File: src/rtl/core/lkvc_pkg.sv
`timescale 1ns / 1ps

package lkvc_pkg;

    localparam int MAX_ENTRIES_DEFAULT = 16;
    localparam int KEY_BITS_DEFAULT    = 32;
    localparam int VALUE_BITS_DEFAULT  = 32;
    localparam int COUNT_BITS_DEFAULT  = 16;
    localparam int STAMP_BITS          = 32;
    localparam int LIMIT_BITS          = 5;

    localparam logic [LIMIT_BITS-1:0] LIMIT_RESET = 5'd16;
    localparam logic [31:0]           MISS_VALUE  = 32'hFFFF_FFFF;

    localparam logic KIND_GET = 1'b0;
    localparam logic KIND_PUT = 1'b1;

    typedef struct packed {
        logic               kind;
        logic signed [31:0] lookup_key;
        logic signed [31:0] write_value;
    } request_t;

    typedef struct packed {
        logic               found;
        logic signed [31:0] read_value;
    } result_t;

    typedef enum logic [1:0] {
        ST_IDLE,
        ST_SCAN,
        ST_DRAIN,
        ST_COMMIT
    } state_t;

    typedef struct packed {
        logic capture;
        logic read_en;
        logic commit;
    } ctrl_cmd_t;

    typedef struct packed {
        logic is_get;
        logic out_busy;
    } dp_status_t;

endpackage

File: src/rtl/core/lfu_key_value_cache.sv
`timescale 1ns / 1ps

// Key-value cache with least-frequently-used replacement and oldest-stamp tie break.
// Every get returns one result transfer (found and the value, or -1 on a miss); a put
// returns nothing and is dropped while the entry limit is zero. Each item goes from
// acceptance to the next acceptance through an accept state, a scan state per slot as
// the single read port of the entry memory is swept for the key, a free slot and the
// victim, a drain state for the last compare and a commit state for the writeback. A
// finished result waits in the output register; the next request is still accepted and
// swept, but a get holds its writeback until that register is free.
// The entry limit may be written only while the cache is idle.
module lfu_key_value_cache #(
    parameter int MAX_ENTRIES = lkvc_pkg::MAX_ENTRIES_DEFAULT,
    parameter int KEY_BITS    = lkvc_pkg::KEY_BITS_DEFAULT,
    parameter int VALUE_BITS  = lkvc_pkg::VALUE_BITS_DEFAULT,
    parameter int COUNT_BITS  = lkvc_pkg::COUNT_BITS_DEFAULT
) (
    input  logic                              clk,
    input  logic                              rst_n,
    input  logic                              request_valid,
    output logic                              request_stall,
    input  lkvc_pkg::request_t                request_item,
    output logic                              result_valid,
    input  logic                              result_stall,
    output lkvc_pkg::result_t                 result_item,
    input  logic                              limit_write_en,
    input  logic [lkvc_pkg::LIMIT_BITS-1:0]   limit_data
);

    localparam int IDX_W = (MAX_ENTRIES > 1) ? $clog2(MAX_ENTRIES) : 1;

    lkvc_pkg::ctrl_cmd_t  cmd;
    lkvc_pkg::dp_status_t status;
    logic [IDX_W-1:0]     scan_addr;

    lkvc_ctrl #(
        .MAX_ENTRIES (MAX_ENTRIES)
    ) u_ctrl (
        .clk           (clk),
        .rst_n         (rst_n),
        .request_valid (request_valid),
        .request_stall (request_stall),
        .status        (status),
        .cmd           (cmd),
        .scan_addr     (scan_addr)
    );

    lkvc_datapath #(
        .MAX_ENTRIES (MAX_ENTRIES),
        .KEY_BITS    (KEY_BITS),
        .VALUE_BITS  (VALUE_BITS),
        .COUNT_BITS  (COUNT_BITS)
    ) u_datapath (
        .clk            (clk),
        .rst_n          (rst_n),
        .request_item   (request_item),
        .result_item    (result_item),
        .result_valid   (result_valid),
        .result_stall   (result_stall),
        .limit_write_en (limit_write_en),
        .limit_data     (limit_data),
        .cmd            (cmd),
        .scan_addr      (scan_addr),
        .status         (status)
    );

endmodule

File: src/rtl/core/lkvc_ctrl.sv
`timescale 1ns / 1ps

module lkvc_ctrl #(
    parameter int MAX_ENTRIES = lkvc_pkg::MAX_ENTRIES_DEFAULT,
    localparam int IDX_W = (MAX_ENTRIES > 1) ? $clog2(MAX_ENTRIES) : 1
) (
    input  logic                   clk,
    input  logic                   rst_n,
    input  logic                   request_valid,
    output logic                   request_stall,
    input  lkvc_pkg::dp_status_t   status,
    output lkvc_pkg::ctrl_cmd_t    cmd,
    output logic [IDX_W-1:0]       scan_addr
);

    lkvc_pkg::state_t state_reg;
    lkvc_pkg::state_t state_next;
    logic [IDX_W-1:0] scan_idx_reg;
    logic [IDX_W-1:0] scan_idx_next;
    logic             scan_last;
    logic             commit_ok;

    assign scan_last = (scan_idx_reg == IDX_W'(MAX_ENTRIES - 1));
    assign commit_ok = !(status.is_get && status.out_busy);

    always_comb
    begin
        state_next = state_reg;
        case (state_reg)
            lkvc_pkg::ST_IDLE:
            begin
                if (request_valid)
                begin
                    state_next = lkvc_pkg::ST_SCAN;
                end
            end
            lkvc_pkg::ST_SCAN:
            begin
                if (scan_last)
                begin
                    state_next = lkvc_pkg::ST_DRAIN;
                end
            end
            lkvc_pkg::ST_DRAIN:
            begin
                state_next = lkvc_pkg::ST_COMMIT;
            end
            lkvc_pkg::ST_COMMIT:
            begin
                if (commit_ok)
                begin
                    state_next = lkvc_pkg::ST_IDLE;
                end
            end
            default:
            begin
                state_next = lkvc_pkg::ST_IDLE;
            end
        endcase
    end

    always_comb
    begin
        if (state_reg == lkvc_pkg::ST_SCAN && !scan_last)
        begin
            scan_idx_next = scan_idx_reg + IDX_W'(1);
        end
        else
        begin
            scan_idx_next = '0;
        end
    end

    always_comb
    begin
        cmd           = '0;
        request_stall = 1'b1;
        scan_addr     = scan_idx_reg;
        case (state_reg)
            lkvc_pkg::ST_IDLE:
            begin
                request_stall = 1'b0;
                cmd.capture   = request_valid;
            end
            lkvc_pkg::ST_SCAN:
            begin
                cmd.read_en = 1'b1;
            end
            lkvc_pkg::ST_DRAIN:
            begin
                cmd = '0;
            end
            lkvc_pkg::ST_COMMIT:
            begin
                cmd.commit = commit_ok;
            end
            default:
            begin
                cmd = '0;
            end
        endcase
    end

    always_ff @(posedge clk or negedge rst_n)
    begin
        if (!rst_n)
        begin
            state_reg    <= lkvc_pkg::ST_IDLE;
            scan_idx_reg <= '0;
        end
        else
        begin
            state_reg    <= state_next;
            scan_idx_reg <= scan_idx_next;
        end
    end

endmodule

File: src/rtl/core/lkvc_datapath.sv
`timescale 1ns / 1ps

module lkvc_datapath #(
    parameter int MAX_ENTRIES = lkvc_pkg::MAX_ENTRIES_DEFAULT,
    parameter int KEY_BITS    = lkvc_pkg::KEY_BITS_DEFAULT,
    parameter int VALUE_BITS  = lkvc_pkg::VALUE_BITS_DEFAULT,
    parameter int COUNT_BITS  = lkvc_pkg::COUNT_BITS_DEFAULT,
    localparam int IDX_W = (MAX_ENTRIES > 1) ? $clog2(MAX_ENTRIES) : 1
) (
    input  logic                              clk,
    input  logic                              rst_n,
    input  lkvc_pkg::request_t                request_item,
    output lkvc_pkg::result_t                 result_item,
    output logic                              result_valid,
    input  logic                              result_stall,
    input  logic                              limit_write_en,
    input  logic [lkvc_pkg::LIMIT_BITS-1:0]   limit_data,
    input  lkvc_pkg::ctrl_cmd_t               cmd,
    input  logic [IDX_W-1:0]                  scan_addr,
    output lkvc_pkg::dp_status_t              status
);

    localparam int SB      = lkvc_pkg::STAMP_BITS;
    localparam int ENTRY_W = KEY_BITS + VALUE_BITS + COUNT_BITS + SB;
    localparam int OCC_W   = $clog2(MAX_ENTRIES + 1);
    localparam int LIM_W   = (OCC_W > lkvc_pkg::LIMIT_BITS) ? OCC_W : lkvc_pkg::LIMIT_BITS;
    localparam int CNT_LO  = SB;
    localparam int VAL_LO  = SB + COUNT_BITS;
    localparam int KEY_LO  = SB + COUNT_BITS + VALUE_BITS;

    logic [ENTRY_W-1:0] mem [MAX_ENTRIES];
    logic [ENTRY_W-1:0] rd_data_reg;
    logic [IDX_W-1:0]   rd_idx_reg;
    logic               eval_en_reg;

    logic                  req_kind_reg;
    logic [KEY_BITS-1:0]   req_key_reg;
    logic [VALUE_BITS-1:0] req_value_reg;
    logic [63:0]           key_wide;
    logic [63:0]           value_wide;

    logic [MAX_ENTRIES-1:0]            valid_reg;
    logic [OCC_W-1:0]                  occ_reg;
    logic [SB-1:0]                     touch_reg;
    logic [lkvc_pkg::LIMIT_BITS-1:0]   limit_reg;

    logic                  hit_found_reg;
    logic [IDX_W-1:0]      hit_idx_reg;
    logic [VALUE_BITS-1:0] hit_value_reg;
    logic [COUNT_BITS-1:0] hit_count_reg;
    logic                  free_found_reg;
    logic [IDX_W-1:0]      free_idx_reg;
    logic                  victim_found_reg;
    logic [IDX_W-1:0]      victim_idx_reg;
    logic [COUNT_BITS-1:0] best_count_reg;
    logic [SB-1:0]         best_stamp_reg;

    logic                  out_valid_reg;
    lkvc_pkg::result_t     out_item_reg;

    logic [KEY_BITS-1:0]   rd_key;
    logic [VALUE_BITS-1:0] rd_value;
    logic [COUNT_BITS-1:0] rd_count;
    logic [SB-1:0]         rd_stamp;
    logic                  rd_slot_valid;
    logic                  rd_better;

    logic [LIM_W-1:0]      limit_eff;
    logic                  is_get;
    logic                  put_enabled;
    logic                  use_free;
    logic [COUNT_BITS-1:0] hit_count_inc;
    logic [SB-1:0]         touch_inc;
    logic                  mem_we;
    logic [IDX_W-1:0]      wr_idx;
    logic [ENTRY_W-1:0]    wr_entry;
    logic [VALUE_BITS+31:0] hit_value_ext;

    assign key_wide   = {{32{request_item.lookup_key[31]}}, request_item.lookup_key};
    assign value_wide = {{32{request_item.write_value[31]}}, request_item.write_value};

    assign rd_key        = rd_data_reg[KEY_LO +: KEY_BITS];
    assign rd_value      = rd_data_reg[VAL_LO +: VALUE_BITS];
    assign rd_count      = rd_data_reg[CNT_LO +: COUNT_BITS];
    assign rd_stamp      = rd_data_reg[SB-1:0];
    assign rd_slot_valid = valid_reg[rd_idx_reg];
    assign rd_better     = !victim_found_reg || (rd_count < best_count_reg)
                           || ((rd_count == best_count_reg) && (rd_stamp < best_stamp_reg));

    assign limit_eff = (LIM_W'(limit_reg) > LIM_W'(MAX_ENTRIES)) ? LIM_W'(MAX_ENTRIES)
                                                                  : LIM_W'(limit_reg);
    assign is_get      = (req_kind_reg == lkvc_pkg::KIND_GET);
    assign put_enabled = (limit_eff != '0);
    assign use_free    = (LIM_W'(occ_reg) < limit_eff) && free_found_reg;

    assign hit_count_inc = (hit_count_reg == '1) ? hit_count_reg : hit_count_reg + COUNT_BITS'(1);
    assign touch_inc     = (touch_reg == '1) ? touch_reg : touch_reg + SB'(1);
    assign hit_value_ext = {{32{hit_value_reg[VALUE_BITS-1]}}, hit_value_reg};

    always_comb
    begin
        mem_we   = 1'b0;
        wr_idx   = hit_idx_reg;
        wr_entry = {req_key_reg, req_value_reg, hit_count_inc, touch_reg};
        if (cmd.commit)
        begin
            if (is_get)
            begin
                mem_we   = hit_found_reg;
                wr_entry = {req_key_reg, hit_value_reg, hit_count_inc, touch_reg};
            end
            else if (put_enabled)
            begin
                mem_we = 1'b1;
                if (!hit_found_reg)
                begin
                    wr_idx   = use_free ? free_idx_reg : victim_idx_reg;
                    wr_entry = {req_key_reg, req_value_reg, COUNT_BITS'(1), touch_reg};
                end
            end
        end
    end

    always_ff @(posedge clk)
    begin
        if (mem_we)
        begin
            mem[wr_idx] <= wr_entry;
        end
        if (cmd.read_en)
        begin
            rd_data_reg <= mem[scan_addr];
            rd_idx_reg  <= scan_addr;
        end
    end

    always_ff @(posedge clk)
    begin
        if (cmd.capture)
        begin
            req_kind_reg  <= request_item.kind;
            req_key_reg   <= key_wide[KEY_BITS-1:0];
            req_value_reg <= value_wide[VALUE_BITS-1:0];
        end
        if (eval_en_reg)
        begin
            if (rd_slot_valid && (rd_key == req_key_reg) && !hit_found_reg)
            begin
                hit_idx_reg   <= rd_idx_reg;
                hit_value_reg <= rd_value;
                hit_count_reg <= rd_count;
            end
            if (!rd_slot_valid && !free_found_reg)
            begin
                free_idx_reg <= rd_idx_reg;
            end
            if (rd_slot_valid && rd_better)
            begin
                victim_idx_reg <= rd_idx_reg;
                best_count_reg <= rd_count;
                best_stamp_reg <= rd_stamp;
            end
        end
        if (cmd.commit && is_get)
        begin
            out_item_reg.found      <= hit_found_reg;
            out_item_reg.read_value <= hit_found_reg ? hit_value_ext[31:0] : lkvc_pkg::MISS_VALUE;
        end
    end

    always_ff @(posedge clk or negedge rst_n)
    begin
        if (!rst_n)
        begin
            eval_en_reg      <= 1'b0;
            hit_found_reg    <= 1'b0;
            free_found_reg   <= 1'b0;
            victim_found_reg <= 1'b0;
            valid_reg        <= '0;
            occ_reg          <= '0;
            touch_reg        <= '0;
            limit_reg        <= lkvc_pkg::LIMIT_RESET;
            out_valid_reg    <= 1'b0;
        end
        else
        begin
            eval_en_reg <= cmd.read_en;
            if (limit_write_en)
            begin
                limit_reg <= limit_data;
            end
            if (cmd.capture)
            begin
                hit_found_reg    <= 1'b0;
                free_found_reg   <= 1'b0;
                victim_found_reg <= 1'b0;
            end
            else if (eval_en_reg)
            begin
                if (rd_slot_valid && (rd_key == req_key_reg))
                begin
                    hit_found_reg <= 1'b1;
                end
                if (!rd_slot_valid)
                begin
                    free_found_reg <= 1'b1;
                end
                if (rd_slot_valid)
                begin
                    victim_found_reg <= 1'b1;
                end
            end
            if (mem_we)
            begin
                touch_reg <= touch_inc;
            end
            if (cmd.commit && !is_get && put_enabled && !hit_found_reg)
            begin
                valid_reg[wr_idx] <= 1'b1;
                if (use_free)
                begin
                    occ_reg <= occ_reg + OCC_W'(1);
                end
            end
            if (cmd.commit && is_get)
            begin
                out_valid_reg <= 1'b1;
            end
            else if (!result_stall)
            begin
                out_valid_reg <= 1'b0;
            end
        end
    end

    assign result_valid    = out_valid_reg;
    assign result_item     = out_item_reg;
    assign status.is_get   = is_get;
    assign status.out_busy = out_valid_reg && result_stall;

endmodule
File: config.mk
export PLATFORM = sky130hd
export DESIGN_NAME = lfu_key_value_cache
export DESIGN_NICKNAME = d
export VERILOG_FILES = /design/src/rtl/core/lkvc_pkg.sv /design/src/rtl/core/lfu_key_value_cache.sv /design/src/rtl/core/lkvc_ctrl.sv /design/src/rtl/core/lkvc_datapath.sv
export SDC_FILE = /design/constraint.sdc
export NUM_CORES = 2
export LEC_CHECK = 0
export BUFFER_PORTS_ARGS = -buffer_cell sky130_fd_sc_hd__buf_4
export CORE_ASPECT_RATIO = 0.5
export CORE_MARGIN = 3
export CORE_UTILIZATION = 50
export CTS_BUF_LIST = sky130_fd_sc_hd__clkbuf_2 sky130_fd_sc_hd__clkbuf_4 sky130_fd_sc_hd__clkbuf_8
export CTS_CLUSTER_SIZE = 40
export DETAILED_ROUTE_END_ITERATION = 8
export PLACE_DENSITY_LB_ADDON = 0.1
export SLEW_MARGIN = 20
export SYNTH_ARGS = -nofsm -noshare
export SYNTH_HDL_FRONTEND = slang
export SYNTH_SLANG_ARGS = --single-unit
File: constraint.sdc
create_clock -name clk -period 10.7 [get_ports clk]
set_clock_uncertainty 0.15 [all_clocks]
set_input_delay 2.14 -clock clk [delete_from_list [all_inputs] [get_ports clk]]
set_output_delay 2.14 -clock clk [all_outputs]
set_load 0.01 [all_outputs]
==> out/qor.yml <==
end_kind: "register"
viasPerCell: 6.03
layout-drive-gt1-share: 0.306
grt_setup_unrepaired: "no"
critPathBufInv: 2
finalMaxSlewViolations: 0
numPortBuffers: 109
cts_buffers: 307
drtPass1Iterations: 6
period_minus_slack_ns: 5.08
rows: 104
tns_ns: 0
clockRootBuffer: "clkbuf_8"
grt_pass1_wl_um: 278000
clock_latency_ns: 0.89
hold_path.class: "reg -> reg"
core_sq_mm: 0.163
clk_pin_slew_ns: 0.06
hpwlAfterDp_um: 94600
die_h_um: 294
wl_um: 190000
tritoncts: "built"
cp-start-kind: "register"
outcome: "complete, no violations"
ys.flop_type: "edfxtp_1"
netlist_instances: 3553
cp_max_fo: 44
yosys_warnings: 0
yosysSeqAreaShare: 0.788
worst_slew_pin_slew_ns: 1.29
netlist_area_sq_mm: 0.0827
start_util: 0.509
die-area_sq_mm: 0.171
drt-initial-drc-count: 4028
cp_slowest_cell: "buf_4"
syn_to_final_growth_pct: 11.7
syn_nets: 3688
critical_path.top_delay_family: "compound AO/OA/AOI/OAI gates"
required_ns: 11.05
largest_reg_flops: 1792
fin_nets: 4024
finalPower_mw: 20.0
grt_pass1_vias: 39200
vias: 37900
cellPowerDensity_mw_per_mm2: 216
period_share: 0.474
overflow: 0
grt_max_degree: 140
cts.hold.buffers_added: 0
cpPeakStageDelay_ns: 0.83
synth_edf_count: 2114
maxSlewHeadroom: 0.138
cts_htree_levels: 5
place_inst: 5753
cts_resized: 0
drc: 0
finalNonFillerCells: 6281
n_fill_cell: 11900
routabilityCongestion: 0.765
yosys_register_bits: 2183
antenna_found_initial: 6
leakage_nw: 29.0
synthDistinctLibCells: 64
setup.worst_path.class: "reg -> reg"
fp.dieW_um: 581
grtUsageTotal: 0.224
ir_drop_uv: 274
fin_hold_ws_ns: 0.259
routedWlPerCell_um: 30.3
postRouteAntennaNets: 0
async_flop_share: 0.0316
report.final.hold_viol_count: 0
clk_path_buf_depth: 4
crit_arrival_ns: 5.42
finalSetupViolations: 0
ios: 110
max_freq_mhz: 197
cp_cell_sequence: "ha_1 > nand2_1 > a21oi_1 > nand2_1 > a21oi_1 > a31oi_1 > nor2_4 > buf_4 > buf_4"
syn_area_per_cell_sq_um: 23.3
post_cts_buffers: 0
cts.sinks: 2183
maxCapViolCount: 0
-- kinds of logic (layout without fill, tap and decap cells) --
family,count (synthesis),count (layout),share of synthesized area
AOI/OAI and AO/OA,98,98,0.00774
and+or+nand+nor,361,361,0.0222
other,0,2,0
buffers and inverters,198,751,0.00971
xor gates and xnor gates,78,78,0.00826
adders and majority gates,60,60,0.00907
muxes,575,575,0.155
DFF,2183,2183,0.788
-- per-layer routing --
metal / vias up / track usage / part of all wire
li1: 15600 / - / -
met1: 20700 / 0.348 / 0.46
met2: 1286 / 0.344 / 0.47
met3: 253 / 0.0363 / 0.061
met4: 0 / 0.0426 / 0.014
met5: - / 0 / 0
-- path summary, 6_finish.rpt --
path / depth (start not counted) / slack, ns / start / end
worst max-delay path: 9 / 5.62 / u_ctrl.state_reg[0] / u_datapath.mem[14][96]
worst max register to register: 9 / 5.62 / u_ctrl.state_reg[0] / u_datapath.mem[14][96]
min in group asynchronous: 1 / 0.97 / rst_n / u_datapath.limit_reg[3]
worst min register to register: 0 / 0.26 / u_datapath.rd_data_reg[77] / u_datapath.hit_value_reg[29]
max in group asynchronous: 2 / 8.30 / rst_n / u_ctrl.scan_addr[0]
worst min-delay path: 0 / 0.26 / u_datapath.rd_data_reg[77] / u_datapath.hit_value_reg[29]
-- cells in the final DEF, fill, tap and decap left out, types with 5 or more instances in the layout --
cell and count:
ha_1 59, edfxtp_1 2114, nand2_1 135, clkbuf_8 317, mux2_2 6, nand2b_1 39
clkinvlp_4 8, a31oi_1 6, o21ai_0 17, clkbuf_4 101, nor3_1 9, inv_6 7
xnor2_1 59, and2_1 5, nand4_1 35, and4_1 7, nor2_1 33, clkinv_2 21
mux4_2 564, xor2_1 19, clkinv_1 60, a21o_1 21, nor2_4 17, inv_1 56
buf_12 21, a21oi_1 26, bufinv_16 5, buf_4 146, dfrtp_1 63, nor4_1 7
nor2b_1 6, nand3_1 26
-- power by group --
part / switching, mW / leakage, nW / internal, mW
sequential: 0.346 / 20.1 / 10.2
combinational: 1.71 / 5.87 / 1.38
clock: 3.10 / 3.07 / 3.24
total: 5.16 / 29.0 / 14.8
-- cell usage after synthesis (7+ instances only) --
master	number	area share
a31oi_1	7	0.00053
nand4_1	35	0.0026
o21ai_0	17	0.0010
nor4_1	7	0.00053
xnor2_1	59	0.0062
nand2b_1	40	0.0030
edfxtp_1	2114	0.77
clkbuf_1	72	0.0033
a21oi_1	28	0.0017
a21o_1	21	0.0019
nand2_1	136	0.0062
mux4_2	564	0.15
xor2_1	19	0.0020
nor3_1	11	0.00067
ha_1	60	0.0091
and4_1	7	0.00074
dfrtp_1	68	0.021
buf_1	20	0.00091
nand3_1	26	0.0016
buf_2	48	0.0029
nor2_1	52	0.0024
inv_1	58	0.0026
-- through the flow --
step                cell area (sq um)  setup WS, ns  utilization
CTS                             92400          5.45        0.568
detailed placement              86600          4.94        0.532
global route                    92400          5.40        0.568
floorplan                       82700          2.48            -
finish                          92400          5.62        0.568
global placement                86600          4.89        0.532
-- layout make-up --
| class | instances | area (sq um) | share of cell area |
|---|---|---|---|
| antenna | 2 | 5.00 | 0.0000542 |
| clock buffer | 418 | 5120 | 0.0554 |
| clock inverter | 108 | 693 | 0.00750 |
| inverter | 58 | 220 | 0.00238 |
| multi-input combinational | 1172 | 16900 | 0.183 |
| sequential | 2183 | 65200 | 0.706 |
| tap | 2173 | 2720 | 0.0294 |
| timing repair buffer | 167 | 1520 | 0.0164 |
-- worst register-to-register path, delay by kind of cell (launching register included) --
kind            cells  cell delay [ns]
flops               1             0.42
buf+inv             2             1.56
simple gates        3             0.85
fa+ha+maj           1             0.21
compound gates      3             1.51
(Power assumes the default switching activity.)
